$ cat src/fpbs_pkg.sv
// shared constants, microcode word layout and control rom for the binary search block
// no dependencies
package fpbs_pkg;

  localparam int Depth     = 16;
  localparam int DataW     = 32;
  localparam int IdxInW    = 4;
  localparam int PosW      = 4;
  localparam int IdxW      = $clog2(Depth);
  localparam int BndW      = IdxW + 2;
  localparam int NumPasses = $clog2(Depth + 1);
  localparam int CntW      = $clog2(NumPasses);

  // word kinds on the input side
  localparam logic ModeWrite  = 1'b0;
  localparam logic ModeSearch = 1'b1;

  typedef logic [1:0] step_t;

  localparam step_t StepFetch = 2'd0;
  localparam step_t StepPass  = 2'd1;
  localparam step_t StepEmit  = 2'd2;

  typedef enum logic [1:0] {
    CondSearch  = 2'd0,
    CondMore    = 2'd1,
    CondOutFree = 2'd2,
    CondAlways  = 2'd3
  } cond_e;

  typedef struct packed {
    logic  in_rdy;
    logic  init;
    logic  pass;
    logic  emit;
    cond_e cond;
    step_t tgt_t;
    step_t tgt_f;
  } ucode_t;

  typedef struct packed {
    logic search_acc;
    logic more;
    logic out_free;
  } seq_flags_t;

  function automatic ucode_t ucode_rom(input step_t step);
    ucode_t w;
    w = '{in_rdy: 1'b1, init: 1'b1, pass: 1'b0, emit: 1'b0,
          cond: CondSearch, tgt_t: StepPass, tgt_f: StepFetch};
    unique case (step)
      StepFetch: w = '{in_rdy: 1'b1, init: 1'b1, pass: 1'b0, emit: 1'b0,
                       cond: CondSearch, tgt_t: StepPass, tgt_f: StepFetch};
      StepPass:  w = '{in_rdy: 1'b0, init: 1'b0, pass: 1'b1, emit: 1'b0,
                       cond: CondMore, tgt_t: StepPass, tgt_f: StepEmit};
      StepEmit:  w = '{in_rdy: 1'b0, init: 1'b0, pass: 1'b0, emit: 1'b1,
                       cond: CondOutFree, tgt_t: StepFetch, tgt_f: StepEmit};
      default:   w = '{in_rdy: 1'b0, init: 1'b0, pass: 1'b0, emit: 1'b0,
                       cond: CondAlways, tgt_t: StepFetch, tgt_f: StepFetch};
    endcase
    return w;
  endfunction

endpackage

$ cat src/fpbs_seq.sv
// microcode sequencer: step counter, control rom lookup and conditional jumps
// depends on fpbs_pkg
module fpbs_seq import fpbs_pkg::*; (
  input  logic       clk_i,
  input  logic       rst_ni,
  input  seq_flags_t flags_i,
  output ucode_t     ctrl_o
);

  step_t  step_q, step_d;
  ucode_t word;
  logic   take;

  assign word   = ucode_rom(step_q);
  assign ctrl_o = word;

  always_comb begin
    unique case (word.cond)
      CondSearch:  take = flags_i.search_acc;
      CondMore:    take = flags_i.more;
      CondOutFree: take = flags_i.out_free;
      CondAlways:  take = 1'b1;
    endcase
    step_d = take ? word.tgt_t : word.tgt_f;
  end

  always_ff @(posedge clk_i or negedge rst_ni) begin
    if (!rst_ni) begin
      step_q <= StepFetch;
    end else begin
      step_q <= step_d;
    end
  end

endmodule

$ cat src/fixed_pass_binary_search_top.sv
// top level of the fixed-pass binary search block: table, search datapath, result register
// depends on fpbs_pkg and fpbs_seq
//
// channel | direction | handshake               | word
// --------+-----------+-------------------------+---------------------------------------------
// in      | input     | in_valid_i / in_stall_o | mode, entry_index, entry_value, search_key
// out     | output    | out_valid_o/ out_stall_i| hit, position
//
// a write word is taken and gives no result
// a search word steps through accept, NumPasses passes through the shared compare unit,
//   then loading the result register
// the result register frees the input side: a new word is taken while a result waits
// reset clears the table to zero at once (flip-flops), so no clearing pass
// a stalled result holds the emit step until the result register is free
module fixed_pass_binary_search_top import fpbs_pkg::*; (
  input  logic                    clk_i,
  input  logic                    rst_ni,
  input  logic                    in_valid_i,
  output logic                    in_stall_o,
  input  logic                    mode_i,
  input  logic [IdxInW-1:0]       entry_index_i,
  input  logic signed [DataW-1:0] entry_value_i,
  input  logic signed [DataW-1:0] search_key_i,
  output logic                    out_valid_o,
  input  logic                    out_stall_i,
  output logic                    hit_o,
  output logic [PosW-1:0]         position_o
);

  ucode_t     ctrl;
  seq_flags_t flags;

  // input handshake
  logic in_acc, search_acc, write_acc;

  // table of sorted entries
  logic signed [DataW-1:0] table_q [Depth];
  logic [31:0]             widx_ext;
  logic                    widx_ok;

  // search datapath
  logic signed [DataW-1:0] key_q;
  logic signed [BndW-1:0]  lo_q, hi_q, mid_q;
  logic signed [BndW:0]    sum;
  logic signed [BndW-1:0]  mid_d;
  logic signed [DataW-1:0] probe;
  logic                    found_q;
  logic [CntW-1:0]         cnt_q;
  logic                    active;

  // result register
  logic                   out_valid_q;
  logic                   hit_q;
  logic [PosW-1:0]        pos_q;
  logic                   out_free;
  logic [PosW+BndW-1:0]   mid_ext;

  fpbs_seq u_seq (
    .clk_i  (clk_i),
    .rst_ni (rst_ni),
    .flags_i(flags),
    .ctrl_o (ctrl)
  );

  assign in_stall_o = !ctrl.in_rdy;
  assign in_acc     = in_valid_i && ctrl.in_rdy;
  assign search_acc = in_acc && (mode_i == ModeSearch);
  assign write_acc  = in_acc && (mode_i == ModeWrite);

  assign out_free = !out_valid_q || !out_stall_i;

  assign flags.search_acc = search_acc;
  assign flags.more       = (cnt_q != '0);
  assign flags.out_free   = out_free;

  // write port, out-of-range indexes are dropped
  assign widx_ext = 32'(entry_index_i);
  assign widx_ok  = (widx_ext < 32'(Depth));

  always_ff @(posedge clk_i or negedge rst_ni) begin
    if (!rst_ni) begin
      for (int i = 0; i < Depth; i++) begin
        table_q[i] <= '0;
      end
    end else if (write_acc && widx_ok) begin
      table_q[widx_ext[IdxW-1:0]] <= entry_value_i;
    end
  end

  // midpoint: floor of (lo + hi) / 2 on signed bounds
  assign sum    = {lo_q[BndW-1], lo_q} + {hi_q[BndW-1], hi_q};
  assign mid_d  = sum[BndW:1];
  assign probe  = table_q[mid_d[IdxW-1:0]];
  // a pass only takes effect while nothing is found and the bounds have not crossed
  assign active = !found_q && (hi_q >= lo_q);

  always_ff @(posedge clk_i) begin
    if (ctrl.init && search_acc) begin
      key_q <= search_key_i;
      lo_q  <= '0;
      hi_q  <= BndW'(Depth - 1);
      mid_q <= '0;
    end else if (ctrl.pass && active) begin
      mid_q <= mid_d;
      if (probe < key_q) begin
        lo_q <= mid_d + BndW'(1);
      end else if (probe > key_q) begin
        hi_q <= mid_d - BndW'(1);
      end
    end
  end

  always_ff @(posedge clk_i or negedge rst_ni) begin
    if (!rst_ni) begin
      found_q <= 1'b0;
      cnt_q   <= '0;
    end else if (ctrl.init && search_acc) begin
      found_q <= 1'b0;
      cnt_q   <= CntW'(NumPasses - 1);
    end else if (ctrl.pass) begin
      cnt_q <= cnt_q - CntW'(1);
      if (active && probe == key_q) begin
        found_q <= 1'b1;
      end
    end
  end

  // position carries the low bits of the match index, zero on a miss
  assign mid_ext = {{PosW{1'b0}}, mid_q};

  always_ff @(posedge clk_i or negedge rst_ni) begin
    if (!rst_ni) begin
      out_valid_q <= 1'b0;
    end else if (ctrl.emit && out_free) begin
      out_valid_q <= 1'b1;
    end else if (!out_stall_i) begin
      out_valid_q <= 1'b0;
    end
  end

  always_ff @(posedge clk_i) begin
    if (ctrl.emit && out_free) begin
      hit_q <= found_q;
      pos_q <= found_q ? mid_ext[PosW-1:0] : '0;
    end
  end

  assign out_valid_o = out_valid_q;
  assign hit_o       = hit_q;
  assign position_o  = pos_q;

  // a live pass always probes inside the table
  assert property (@(posedge clk_i) disable iff (!rst_ni)
    ctrl.pass && active |-> (mid_d >= 0) && (mid_d < BndW'(Depth)))
    else $error("midpoint outside table");

  // the last pass hands over to the emit step
  assert property (@(posedge clk_i) disable iff (!rst_ni)
    ctrl.pass && cnt_q == '0 |=> ctrl.emit)
    else $error("pass count did not end the search");

  // found only rises on an equal probe
  assert property (@(posedge clk_i) disable iff (!rst_ni)
    $rose(found_q) |-> $past(ctrl.pass && active && probe == key_q))
    else $error("found set without a match");

  // a miss always reports position zero
  assert property (@(posedge clk_i) disable iff (!rst_ni)
    out_valid_o && !hit_o |-> position_o == '0)
    else $error("nonzero position on a miss");

endmodule
$ cat config.mk
export PLATFORM = sky130hd
export DESIGN_NAME = fixed_pass_binary_search_top
export DESIGN_NICKNAME = d
export VERILOG_FILES = /design/src/fpbs_pkg.sv /design/src/fpbs_seq.sv /design/src/fixed_pass_binary_search_top.sv
export SDC_FILE = /design/constraint.sdc
export NUM_CORES = 1
export LEC_CHECK = 0
export ABC_AREA = 1
export BUFFER_PORTS_ARGS = -buffer_cell sky130_fd_sc_hd__buf_2
export CAP_MARGIN = 25
export CORE_AREA = 8 8 267 269
export CTS_BUF_LIST = sky130_fd_sc_hd__clkbuf_4
export CTS_CLUSTER_DIAMETER = 120
export CTS_CLUSTER_SIZE = 24
export DETAILED_ROUTE_END_ITERATION = 16
export DIE_AREA = 0 0 275 277
export PLACE_DENSITY = 0.55
export SYNTH_ARGS = -nofsm -noshare
export SYNTH_HDL_FRONTEND = slang
export SYNTH_SLANG_ARGS = --single-unit
$ cat constraint.sdc
create_clock -name clk_i -period 4.8 [get_ports clk_i]
set_input_delay 0.96 -clock clk_i [delete_from_list [all_inputs] [get_ports clk_i]]
set_output_delay 0.96 -clock clk_i [all_outputs]
set_load 0.005 [all_outputs]
* Yosys cells after proc, flatten, opt, wreduce, memory -nomap -nowiden *
Cells that the tools add are included.

cells by class
  add/sub/neg operators = 4
  magnitude comparators = 7
  eq/ne operators = 7
  muxes and demuxes = 16
  bitwise operators = 4
  reduce and logical (&&, ||, !) cells = 23

operators by type and width
  operator                                                               number
  512-bit bitwise mux                                                    1
  32-bit binary-select mux with 4-bit select                             1
  32-bit demux with 4-bit select                                         1
  32-bit 2-to-1 mux                                                      3
  32-bit == test                                                         1
  32-bit > comparator                                                    1
  32-bit < comparator                                                    1
  10-bit case mux with 3 select lines                                    1
  5-bit >= comparator (second input constant)                            2
  1-bit logical AND                                                      10
  4-bit inverter with 5-bit output                                       2
  6-bit by 6-bit adder with 7-bit output                                 1
  6-bit by 2-bit adder with 6-bit output (second input constant)         1
  2-bit == test (second input constant)                                  3
  6-bit >= comparator                                                    1
  3-bit 2-to-1 mux                                                       2
  6-bit by 2-bit subtractor with 6-bit output (second input constant)    1
  4-bit by 5-bit < comparator with 1-bit output (second input constant)  1
  5-bit by 1-bit < comparator with 1-bit output (second input constant)  1
  1-bit 2-to-1 mux                                                       5
  2-bit by 1-bit == test with 1-bit output (second input constant)       2
  1-bit zero test                                                        4
  2-bit zero test                                                        2
  1-bit case mux with 4 select lines                                     1
  other kinds (9)                                                        12

word-level totals
  register bits after elaboration = 572
  input port bits = 73
  logic and storage cells = 87

* Longest topological paths before layout *
Gate-level depths: netlist of run 1.

  depth in word-level cells = 10
  gate-level depth with buffers = 29

* By module *
A second synthesis of run 1 with hierarchy kept.

second synthesis, totals
  cells, all modules = 3298
  area total of the unflattened synthesis = 26709.4 um2

by module, submodules not included
  module                        instances  cells an instance  area an instance (um2)
  fixed_pass_binary_search_top  1          3269               26464.1
  fpbs_seq                      1          29                 245.2

* Worst setup path after synthesis of run 1 *
OpenSTA, ideal clock, no wires.

  path kind = input to register
  start = input in_valid_i
  end = register u_seq.step_q[0]
  library setup time = 72 ps
  data arrival time = 4165 ps
  setup slack = 564 ps
  stages on the path = 6
  cell sequence = inv_1 -> nor3_1 -> inv_2 -> a32oi_1 -> o21ai_1 -> nor2_1

on the way
  word-level cells in the longest chain between the ends = 4

RTL lines
  what                                line                                source
  start: declaration                  fixed_pass_binary_search_top.sv:18  input logic in_valid_i,
  1-bit logical AND                   fixed_pass_binary_search_top.sv:66  assign in_acc = in_valid_i && ctrl.in_rdy;
  1-bit logical AND                   fixed_pass_binary_search_top.sv:67  assign search_acc = in_acc && (mode_i == ModeSearch);
  1-bit case mux with 4 select lines  fpbs_seq.sv:18                      unique case (word.cond)
  2-bit 2-to-1 mux                    fpbs_seq.sv:24                      step_d = take ? word.tgt_t : word.tgt_f;
  named net u_seq.step_d[0]           fpbs_seq.sv:10                      step_t step_q, step_d;
  end signal: assignment              fpbs_seq.sv:29                      step_q <= StepFetch;
  end signal: assignment              fpbs_seq.sv:31                      step_q <= step_d;
  end: declaration                    fpbs_seq.sv:10

The timed path passes the listed nets, and every way through them passes these cells.
A chain may end at the register's enable or synchronous reset.

* Worst setup path in the final report of run 1 *
  start = register lo_q[0]
  end = register hi_q[5]

on the way
  word-level cells in the longest chain between the ends = 8

RTL lines
  what                                                    line                                 source
  start: declaration                                      fixed_pass_binary_search_top.sv:43   logic signed [BndW-1:0] lo_q, hi_q, mid_q;
  start signal: assignment                                fixed_pass_binary_search_top.sv:106  lo_q <= mid_d + BndW'(1);
  6-bit by 6-bit adder with 7-bit output                  fixed_pass_binary_search_top.sv:91   assign sum = {lo_q[BndW-1], lo_q} + {hi_q[BndW-1], hi_q};
  4-bit inverter with 5-bit output (not written as such)  fixed_pass_binary_search_top.sv:93   assign probe = table_q[mid_d[IdxW-1:0]];
  32-bit binary-select mux with 4-bit select              fixed_pass_binary_search_top.sv:93
  32-bit 2-to-1 mux (not written as such) (2 in a row)    fixed_pass_binary_search_top.sv:93
  32-bit < comparator                                     fixed_pass_binary_search_top.sv:105  if (probe < key_q) begin
  1-bit inverter (no line)                                -
  3-bit AND reduction (no line)                           -
  end signal: assignment                                  fixed_pass_binary_search_top.sv:101  hi_q <= BndW'(Depth - 1);
  end signal: assignment                                  fixed_pass_binary_search_top.sv:108  hi_q <= mid_d - BndW'(1);
  end: declaration                                        fixed_pass_binary_search_top.sv:43

Parallel ways exist; a longest one is shown, timed or not. The select of a mux whose other input is x is not followed.

==> impl_results.md, run 1 <==
- Status: complete, no violations
- WL per Instance: 19.6 um
- Clk root buf: clkbuf_4
- Die width: 275 um
- Die Height: 277 um
- Slew headroom: 36.3%
- Ys Warns: 0
- # DRC: 0
- Measured slew at the worst slew-check pin: 956 ps
- Cts bufs inserted: 27
- Setup TNS: 0 ps
- CTS tree: built
- Synth top area share: 48.8%
- Ports: 80
- Synthesized flop and latch total: 572
- Clk slew on worst S/H paths: 240 ps
- Most common cell after layout, fill and taps aside: o21ai_0
- Port Buffer Count: 79
- Total gr overflow: 0
- First-pass GRT wire length: 126000 um
- Sequential share of the synthesized area: 54.2%
- Core Area: 66800 um^2
- Critical path class: flip-flop to flip-flop
- Max-slew violations: 0
- CP Max Fanout: 35
- Gp weighted congestion: 0.836
- LEAKAGE: 13.4 nW
- Post-Place Worst Slack: 10.9 ps
- Area of the multi-input gates: 10700 um^2
- Initial antenna violation count: 3
- Clk_lat worst skew: 910 ps
- DRT Pass-1 Iters: 6
- Fillcell total: 6659
- Post-Syn Area: 26600 um^2
- Final worst slack: 213 ps
- Max clock buf depth: 3
- Tot GR Track Use: 20.9%
- Max frequency: 218 MHz
- Dpl hpwl: 48200 um
- Max-Cap Viols: 0
- Syn nets: 3407
- Vias in the first global route: 21300
- # setup viols final: 0
- Vias: 22100
- Crit. End Element: flip-flop
- Share of layout cells above drive strength 1: 7.83%
- Final net count: 3372
- Die area: 76200 um^2
- Vias per inst: 5.33
- Syn Area/Cell: 8.12 um^2
- CP required: 5670 ps
- Clock sink total: 572
- Layout area overhead: 7.79%
- Final min period: 4590 ps
- Initial DRC Count: 2245
- Synth Instances: 3279
- Post-synth cell types: 35
- WHS: 214 ps
- Final Hold Fails: 0
- Initial Util: 39.8%
- HP Class: primary input to flip-flop
- FF/Latch Area: 14400 um^2
- Pwr/cell area: 784 nW/um^2
- Crit path DAT: 5460 ps
- H-tree depth: 1
- VDD IR-drop max: 0.000614 V
- Overall routed net length: 81000 um
- Cell Rows: 95
- Largest net degree at the start of global routing: 106
- Crit start category: flip-flop
- Detail Route Antenna Nets: 0
- Clk_skew: 47.9 ps
- Commonest non-fill, non-tap cells in the layout: 794 x o21ai_0, 680 x nand2_1, 566 x nor2_1, 519 x dfrtp_1, 150 x inv_1
- Post-synth top area cell: dfrtp_1
- Synth area leaders: dfrtp_1 49%, o21ai_0 15%, nand2_1 9.6%
- Tcrit/Tclk final: 95.6%
cell type report:
class,count,area share [%]
Antenna cell,8,0.0698
Clock buffer,41,1.07
Clock inverter,1,0.105
Inverter,156,2.09
Multi-Input combinational cell,2311,37.3
Sequential cell,572,50.3
Tap cell,873,3.81
Timing Repair Buffer,175,5.25
Timing Repair inverter,1,0.0305
layer usage:
metal / up-vias / share of wire, % / GRT usage (%)
li1: 10600 / - / -
met4: 0 / 2.7 / 5.51
met1: 10700 / 46 / 30.2
met3: 112 / 6.8 / 2.92
met5: - / 0 / 0
met2: 697 / 44 / 32.6
report_power, final:
group | switching (W) | internal (W)
sequential | 0.000762 | 0.00629
clock | 0.00145 | 0.000435
combinational | 0.00863 | 0.00493
synth_stat cells, drive strengths merged:
cell	n
a211oi	5
a21o	1
a21oi	31
a31oi	62
a32oi	1
and3	1
buf	51
clkbuf	189
dfrtp	519
dfxtp	16
edfxtp	37
fa	1
ha	54
inv	156
nand2	694
nand3	27
nand3b	1
nand4	14
nor2	568
nor3	6
o21ai	833
o21bai	1
or2	2
xnor2	2
xor2	7
state kept, by name, summed over array words and instances (netlist names), 2 cells and up:
| signal | cells |
|---|---|
| table_q | 512 |
| key_q | 32 |
| hi_q | 6 |
| lo_q | 6 |
| mid_q | 4 |
| position_o | 4 |
| cnt_q | 3 |
| u_seq.step_q | 2 |
metrics by stage:
step | total power [W] | std cells | util [%] | cell area [um^2]
after floorplan | 0.0156 | 3279 | - | 26600
after detailed placement | 0.0202 | 4079 | 42.2 | 28200
after global routing | 0.0246 | 4132 | 42.9 | 28700
final | 0.0225 | 4138 | 43.0 | 28700
after global placement | 0.0201 | 4079 | 42.2 | 28200
after CTS | 0.0222 | 4122 | 42.7 | 28500
repair_timing:
| item | 4_1_cts | 5_1_grt |
|---|---|---|
| hold endpoints to repair | 4 | 0 |
| cloned | 0 | 2 |
| resized for setup | 1 | 17 |
| endpoints found under the setup margin | 4 | 12 |
| hold buffers | 1 | 0 |
| buffers inserted | 0 | 5 |
| pin swaps | 0 | 3 |
path summary, 6_finish.rpt:
| check | start | to | slack [ps] | cells past startpoint |
|---|---|---|---|---|
| setup / recovery | lo_q[0] | hi_q[5] | 210 | 22 |
| hold / removal | search_key_i[25] | key_q[25] | 210 | 1 |
| setup reg to reg | lo_q[0] | hi_q[5] | 210 | 22 |
| hold reg to reg | table_q[463] | table_q[463] | 510 | 2 |
| max in group asynchronous | rst_ni | table_q[494] | 3060 | 3 |
| min in group asynchronous | rst_ni | table_q[293] | 650 | 2 |
cells by family (layout without fill, tap and decap cells):
logic type	after synthesis	in the layout	synth area share, %
fa+ha+maj	55	55	2.61
xor+xnor	9	9	0.324
other cells	0	8	0
simple gates	1313	1313	19.1
flops	572	572	54.2
compound gates	934	934	18.0
buf+inv	396	374	5.87
worst max-delay path: stages, from the launching register on:
cell	delay (ps)
dfxtp_2	390
ha_1	260
fa_4	570
xor2_4	380
buf_6	330
buf_4	240
o21ai_0	90
o21ai_0	70
o21ai_0	110
a31oi_1	260
nor2_1	80
ha_1	310
nand4_1	190
nor3_4	330
nand3_1	130
inv_1	70
nand2_1	70
nand3_2	140
buf_4	150
nand3_2	140
nand2_1	100
nand2_1	50
nor2_1	90
Power figures use the tool's default switching activity.
==> inputs of run 2 (changes only) <==
--- a/config.mk
+++ b/config.mk
@@ -6,15 +6,15 @@
 export NUM_CORES = 1
 export LEC_CHECK = 0
 export ABC_AREA = 1
-export BUFFER_PORTS_ARGS = -buffer_cell sky130_fd_sc_hd__buf_2
 export CAP_MARGIN = 25
-export CORE_AREA = 8 8 267 269
+export CORE_AREA = 8 8 253 255
 export CTS_BUF_LIST = sky130_fd_sc_hd__clkbuf_4
 export CTS_CLUSTER_DIAMETER = 120
 export CTS_CLUSTER_SIZE = 24
 export DETAILED_ROUTE_END_ITERATION = 16
-export DIE_AREA = 0 0 275 277
-export PLACE_DENSITY = 0.55
+export DIE_AREA = 0 0 261 263
+export DONT_BUFFER_PORTS = 1
+export PLACE_DENSITY = 0.59
 export SYNTH_ARGS = -nofsm -noshare
 export SYNTH_HDL_FRONTEND = slang
 export SYNTH_SLANG_ARGS = --single-unit
==> run 2 against run 1 <==
The run now ends with negative hold slack left; count of clock-buffer cells in the layout is 1 lower; worst hold slack worse by 460 ps; total power decreased by 5.9%; register-to-register slack better by 140 ps; via count is 2.7% lower.
==> impl_results.md, run 2 (synthesized netlist as in run 1, its figures left out) <==
- Crit path DAT: 5300 ps (-160 ps)
- Tot Pwr: 0.0212 W (-5.9%)
- Util after Layout: 46.1% (+3.1 points)
- Largest Register: table_q
- Vias: 21500 (-2.7%)
- Measured slew at the worst slew-check pin: 1480 ps (+524 ps)
- Sw Share: 48.0% (-0.15 points)
- VDD IR-drop max: 0.000632 V (+2.9%)
- Tot GR Track Use: 21.9% (+1.0 points)
- # setup viols final: 0 (unchanged)
- Seq pwr share: 33.3% (+2.0 points)
- Die Height: 263 um (-5.1%)
- Highest routed layer: met5
- Overall routed net length: 75700 um (-6.6%)
- CP cell instances: ha_1 -> fa_4 -> buf_12 -> nor2_1 -> nor2_1 -> o21ai_0 -> o21ai_0 -> a31oi_1 -> nor2_1 -> ha_1 -> nand2_1 -> nand2_1 -> nand2_1 -> nand2_1 -> nand2_1 -> nand3_1 -> a21oi_1 -> nand3_1 -> nand2_2 -> nand3_1 -> nand2_1 -> nor2_1
- First-pass GRT wire length: 120000 um (-4.7%)
- CP Max Fanout: 77 (+120%)
- Initial DRC Count: 2223 (-0.98%)
- Postcts setup bufs: 0 (unchanged)
- Max frequency: 225 MHz (+3.0%)
- Final Hold Fails: 165 (+165)
- Cell Rows: 90 (-5.3%)
- Initial Util: 44.4% (+4.6 points)
- Final net count: 3248 (-3.7%)
- Total gr overflow: 0 (unchanged)
- Clk slew on worst S/H paths: 250 ps (about the same)
- Detail Route Antenna Nets: 0 (unchanged)
- # DRC: 0 (unchanged)
- Buf/Inv on CP: 1 (-3)
- RSZ-0062 raised after global routing: no
- Vias per inst: 5.48 (+2.7%)
- Post-Place Worst Slack: 267 ps (+256 ps)
- Critical path class: flip-flop to flip-flop
- Most used cell, CP: nand2_1
- Slew headroom: 1.32% (-35 points)
- Ports: 80 (unchanged)
- WL per Instance: 19.3 um (-1.4%)
- Core Area: 59900 um^2 (-10%)
- CTS tree: built
- Post-Place Cells: 3873 (-5.1%)
- Clock network fraction of total power: 8.8% (+0.4 points)
- Tcrit/Tclk final: 92.8% (-2.8 points)
- Routed wl met3: 3960 um (-28%)
- Clock sink total: 572 (unchanged)
- Layout area overhead: 3.72%
- Most common cell after layout, fill and taps aside: o21ai_0
- CP max stage cell: fa_4
- DRT Pass-1 Iters: 6 (unchanged)
- Commonest non-fill, non-tap cells in the layout: 797 x o21ai_0, 682 x nand2_1, 568 x nor2_1, 519 x dfrtp_1, 150 x inv_1
- HP Class: primary input to async pin
- Vias in the first global route: 20400 (-4.0%)
- Max clock buf depth: 3 (unchanged)
- Clk_skew: 49.6 ps (+1.70 ps)
- Gp weighted congestion: 0.807 (-3.5%)
- Dpl hpwl: 43300 um (-10%)
- H-tree depth: 1 (unchanged)
- Status: complete, but fails checks
- WHS: -249 ps (-463 ps)
- Top Registers: table_q (512), key_q (32)
- Sw power: 0.0102 W (-6.1%)
- Final min period: 4450 ps (-135 ps)
- Clk root buf: clkbuf_4
- Slowest stage delay, CP: 910 ps (+340 ps)
- Port Buffer Count: 0 (-100%)
- Pwr/cell area: 767 nW/um^2 (-2.2%)
- Die area: 68600 um^2 (-9.9%)
- Max-slew violations: 0 (unchanged)
- Failing checks: negative hold slack
- Met2 WL: 35100 um (-1.5%)
- Post-Route M1 WL: 34400 um (-8.7%)
- Max-Cap Viols: 0 (unchanged)
- Fillcell total: 6001 (-9.9%)
- Int Power: 0.0110 W (-5.6%)
- CP top delay family: simple AND/OR/NAND/NOR gates
- Crit. End Element: flip-flop
- Setup TNS: 0 ps (unchanged)
- CP required: 5650 ps (-20 ps)
- Share of layout cells above drive strength 1: 3.90% (-3.9 points)
- Max FFs per register: 512 (unchanged)
- Cts bufs inserted: 27 (unchanged)
- Clk_lat worst skew: 910 ps (about the same)
- Initial antenna violation count: 4 (+1)
- Final worst slack: 348 ps (+135 ps)
- Comb power frac: 57.9% (-2.4 points)
- Post-Layout Cell Count: 3919 (-5.3%)
- Largest net degree at the start of global routing: 520 (+390%)
- LEAKAGE: 12.9 nW (-4.1%)
- Crit start category: flip-flop
- Die width: 261 um (-5.1%)
run 2: metal layers:
metal / track usage [%] / vias to the layer above
li1: - / 10300
met1: 30.7 / 10400
met2: 35.6 / 612
met3: 2.40 / 104
met4: 6.50 / 2
met5: 0 / -
run 2: what timing repair did:
item / CTS / global route
setup endpoints to repair: 0 / 12
hold endpoints to repair: 519 / 519
gates resized for setup: 0 / 5
run 2: layout make-up:
| cell class | instances | area [um^2] | share of cell area (%) |
|---|---|---|---|
| diodes | 5 | 12.5 | 0.0453 |
| clock buffers | 40 | 300 | 1.09 |
| clock inverters | 1 | 30.0 | 0.109 |
| inverters | 156 | 603 | 2.18 |
| multi-input cells | 2311 | 10700 | 38.7 |
| flip-flops and latches | 572 | 14400 | 52.2 |
| well taps | 782 | 978 | 3.54 |
| repair buffers | 52 | 569 | 2.06 |
run 2: final timing paths:
path                             startpoint      endpoint  slack, ps  depth (start not counted)
max                                 lo_q[0]       lo_q[0]        350                         22
min                                  rst_ni  table_q[422]       -250                          0
max reg2reg                         lo_q[0]       lo_q[0]        350                         22
min reg2reg                    table_q[277]  table_q[277]        510                          2
max in group asynchronous            rst_ni  table_q[105]       3920                          0
min in group clk_i         search_key_i[30]     key_q[30]        110                          0
run 2: metrics by stage:
step | instance area [um^2] | hold WS (ps)
floorplan | 26600 | 448
global placement | 27200 | 462
detailed placement | 27200 | 470
CTS | 27600 | -333
global route | 27600 | -363
finish | 27600 | -249
run 2: power groups by stage:
stage	registers, W	logic, W	clock network [W]
6_report	0.00705	0.0123	0.00187
5_1_grt	0.00721	0.0140	0.00211
4_1_cts	0.00703	0.0123	0.00195
3_5_place_dp	0.00713	0.0122	0
3_3_place_gp	0.00708	0.0121	0
2_1_floorplan	0.00693	0.00866	0
run 2: worst register-to-register path, delay by kind of cell, from the launching register on:
family / cells / cell delay (ps)
AO/OA/AOI/OAI: 4 / 600
adder cells (fa/ha/maj): 3 / 1450
flip-flops: 1 / 390
buffers and inverters: 1 / 370
AND/OR/NAND/NOR: 14 / 1580
==> inputs of run 3 (changes only) <==
--- a/config.mk
+++ b/config.mk
@@ -7,14 +7,14 @@
 export LEC_CHECK = 0
 export ABC_AREA = 1
 export CAP_MARGIN = 25
-export CORE_AREA = 8 8 253 255
+export CORE_AREA = 8 8 285 287
 export CTS_BUF_LIST = sky130_fd_sc_hd__clkbuf_4
 export CTS_CLUSTER_DIAMETER = 120
 export CTS_CLUSTER_SIZE = 24
 export DETAILED_ROUTE_END_ITERATION = 16
-export DIE_AREA = 0 0 261 263
+export DIE_AREA = 0 0 293 295
 export DONT_BUFFER_PORTS = 1
-export PLACE_DENSITY = 0.59
+export PLACE_DENSITY = 0.49
 export SYNTH_ARGS = -nofsm -noshare
 export SYNTH_HDL_FRONTEND = slang
 export SYNTH_SLANG_ARGS = --single-unit
==> run 3 against run 2 <==
The run ends with negative hold slack, max-slew violations left; non-clock buffer count is 35 higher; register-to-register slack got worse by 60 ps; core utilization decreased by 9.2 points; critical path type unchanged; critical endpoint is now lo_q[5].
==> impl_results.md, run 3 (synthesized netlist as in run 1, its figures left out) <==
- Most common cell after layout, fill and taps aside: o21ai_0
- Crit start category: flip-flop
- Final min period: 4510 ps (+57.1 ps)
- Tcrit/Tclk final: 93.9% (+1.2 points)
- # setup viols final: 0 (unchanged)
- Vias per inst: 5.12 (-6.5%)
- Commonest non-fill, non-tap cells in the layout: 795 x o21ai_0, 681 x nand2_1, 568 x nor2_1, 519 x dfrtp_1, 150 x inv_1
- Buf/Inv on CP: 2 (+1)
- Critical Path Stages: 21 (-4.5%)
- Die Height: 295 um (+12%)
- HP Class: primary input to async pin
- Pwr/cell area: 788 nW/um^2 (+2.7%)
- Overall routed net length: 80700 um (+6.7%)
- Layout area overhead: 6.23%
- Clk_skew: 65.4 ps (+15.8 ps)
- Die width: 293 um (+12%)
- Clock sink total: 572 (unchanged)
- CP required: 5630 ps (-20 ps)
- Slew headroom: -101% (-100 points)
- Reg2reg setup slack: 290 ps (-60 ps)
- Critical Path Start: lo_q[0]
- Total gr overflow: 0 (unchanged)
- Cell Rows: 102 (+13%)
- VDD IR-drop max: 0.000455 V (-28%)
- # DRC: 0 (unchanged)
- Tot Pwr: 0.0223 W (+5.2%)
- WHS: -236 ps (+13.0 ps)
- Crit. End Element: flip-flop
- RSZ-0062 raised after global routing: no
- R2R Path Start: lo_q[0]
- Core Area: 76700 um^2 (+28%)
- Routed wl met3: 4220 um (+6.6%)
- Most used cell, CP: nor2_1
- Crit path DAT: 5340 ps (+40 ps)
- Dpl hpwl: 48000 um (+11%)
- CTS tree: built
- Max clock buf depth: 3 (unchanged)
- CP top delay family: adder cells
- Clk root buf: clkbuf_4
- Final net count: 3283 (+1.1%)
- Vias: 21600 (+0.45%)
- CP Max Fanout: 39 (-49%)
- DRT Pass-1 Iters: 7 (+1)
- Max-Cap Viols: 0 (unchanged)
- Max frequency: 222 MHz (-1.3%)
- Highest routed layer: met5
- Reg-to-Reg End: lo_q[5]
- Die area: 86400 um^2 (+26%)
- Setup TNS: 0 ps (unchanged)
- Critical path class: flip-flop to flip-flop
- Area of the multi-input gates: 10700 um^2 (about the same)
- Initial Util: 34.7% (-9.7 points)
- Cts hold-fix bufs: 4
- Post-Layout Cell Count: 4209 (+7.4%)
- LEAKAGE: 13.0 nW (+1.1%)
- Tot GR Track Use: 18.3% (-3.6 points)
- Critical Path Sink: lo_q[5]
- Clk_lat worst skew: 940 ps (+30 ps)
- Cts bufs inserted: 27 (unchanged)
- Slowest stage delay, CP: 840 ps (-70 ps)
- Port Buffer Count: 0 (unchanged)
- Met2 WL: 36100 um (+2.9%)
- Vias in the first global route: 20700 (+1.4%)
- Detail Route Antenna Nets: 0 (unchanged)
- Failing checks: negative hold slack, max-slew violations
- Top Registers: table_q (512), key_q (32)
- Max-slew violations: 423 (+423)
- Final Hold Fails: 64 (-61%)
- WL per Instance: 19.2 um (-0.68%)
- Post-Place Cells: 4156 (+7.3%)
- FF/Latch Area: 14400 um^2 (unchanged)
- Reg2reg path depth: 21 (-4.5%)
- Post-Route M1 WL: 39100 um (+14%)
- Clk slew on worst S/H paths: 260 ps (about the same)
- CP max stage cell: fa_4
- Largest net degree at the start of global routing: 520 (unchanged)
- Measured slew at the worst slew-check pin: 3020 ps (+1540 ps)
- Share of layout cells above drive strength 1: 4.90% (+1.0 points)
- Largest Register: table_q
- Ports: 80 (unchanged)
- Initial antenna violation count: 5 (+1)
- First-pass GRT wire length: 126000 um (+5.1%)
- H-tree depth: 1 (unchanged)
- Initial DRC Count: 1891 (-15%)
- Status: complete, but fails checks
- Gp weighted congestion: 0.805 (-0.25%)
- Max FFs per register: 512 (unchanged)
- CP cell instances: ha_1 -> fa_4 -> buf_12 -> buf_12 -> nor2_1 -> o21ai_0 -> o21ai_0 -> o21ai_0 -> a31oi_1 -> nor2_1 -> ha_1 -> a21oi_1 -> a21oi_1 -> nor2_1 -> nand2_1 -> nand2_1 -> nand3_1 -> nand2_4 -> nand3_1 -> nand2_1 -> nor2_1
- Fillcell total: 7862 (+31%)
==> run 3: worst min-delay path by stage <==
| stage | startpoint | to | slack, ps |
|---|---|---|---|
| 6_report | rst_ni | table_q[198] | -240 |
| 5_1_grt | rst_ni | table_q[4] | -340 |
| 4_1_cts | rst_ni | table_q[389] | -370 |
| 3_5_place_dp | table_q[479] | table_q[479] | 470 |
| 3_3_place_gp | table_q[467] | table_q[467] | 460 |
| 2_1_floorplan | table_q[461] | table_q[461] | 450 |
==> run 3: power by group <==
group	leakage, nW	switching [W]	internal [W]
clock network	0.183	0.00149	0.000357
registers	7.27	0.000743	0.00629
logic	5.59	0.00858	0.00482
==> run 3: worst reg2reg max path, cell delays in order, from the launching register on <==
cell	delay [ps]
dfxtp_1	390
ha_1	250
fa_4	840
buf_12	220
buf_12	270
nor2_1	80
o21ai_0	150
o21ai_0	100
o21ai_0	180
a31oi_1	60
nor2_1	350
ha_1	330
a21oi_1	140
a21oi_1	80
nor2_1	90
nand2_1	170
nand2_1	130
nand3_1	170
nand2_4	200
nand3_1	100
nand2_1	100
nor2_1	40
==> run 3: timing repair <==
action,CTS,global route
setup buffers,0,4
resized for setup,0,14
endpoints found under the setup margin,0,12
hold endpoints to repair,523,519
==> run 3: metal layers <==
layer,track usage (%),vias to the layer above
met4,3.19,4
met5,0,-
li1,-,10400
met2,29.2,506
met3,2.18,63
met1,27.1,10600
==> run 3: area by class of cell <==
class,instances,area share (%)
clock inverter,2,0.0310
tap,1040,4.60
sequential,572,51.0
inverter,156,2.12
clock buffer,38,1.01
antenna,3,0.0265
multi-input combinational,2311,37.8
timing repair buffer,87,3.42
==> run 3: through the flow <==
step	cell area, um^2	utilization, %	setup slack [ps]
after floorplan	26600	-	564
after global routing	28300	36.9	9.83
final	28300	36.9	291
after CTS	28100	36.7	117
after global placement	27800	36.2	153
after detailed placement	27800	36.2	146
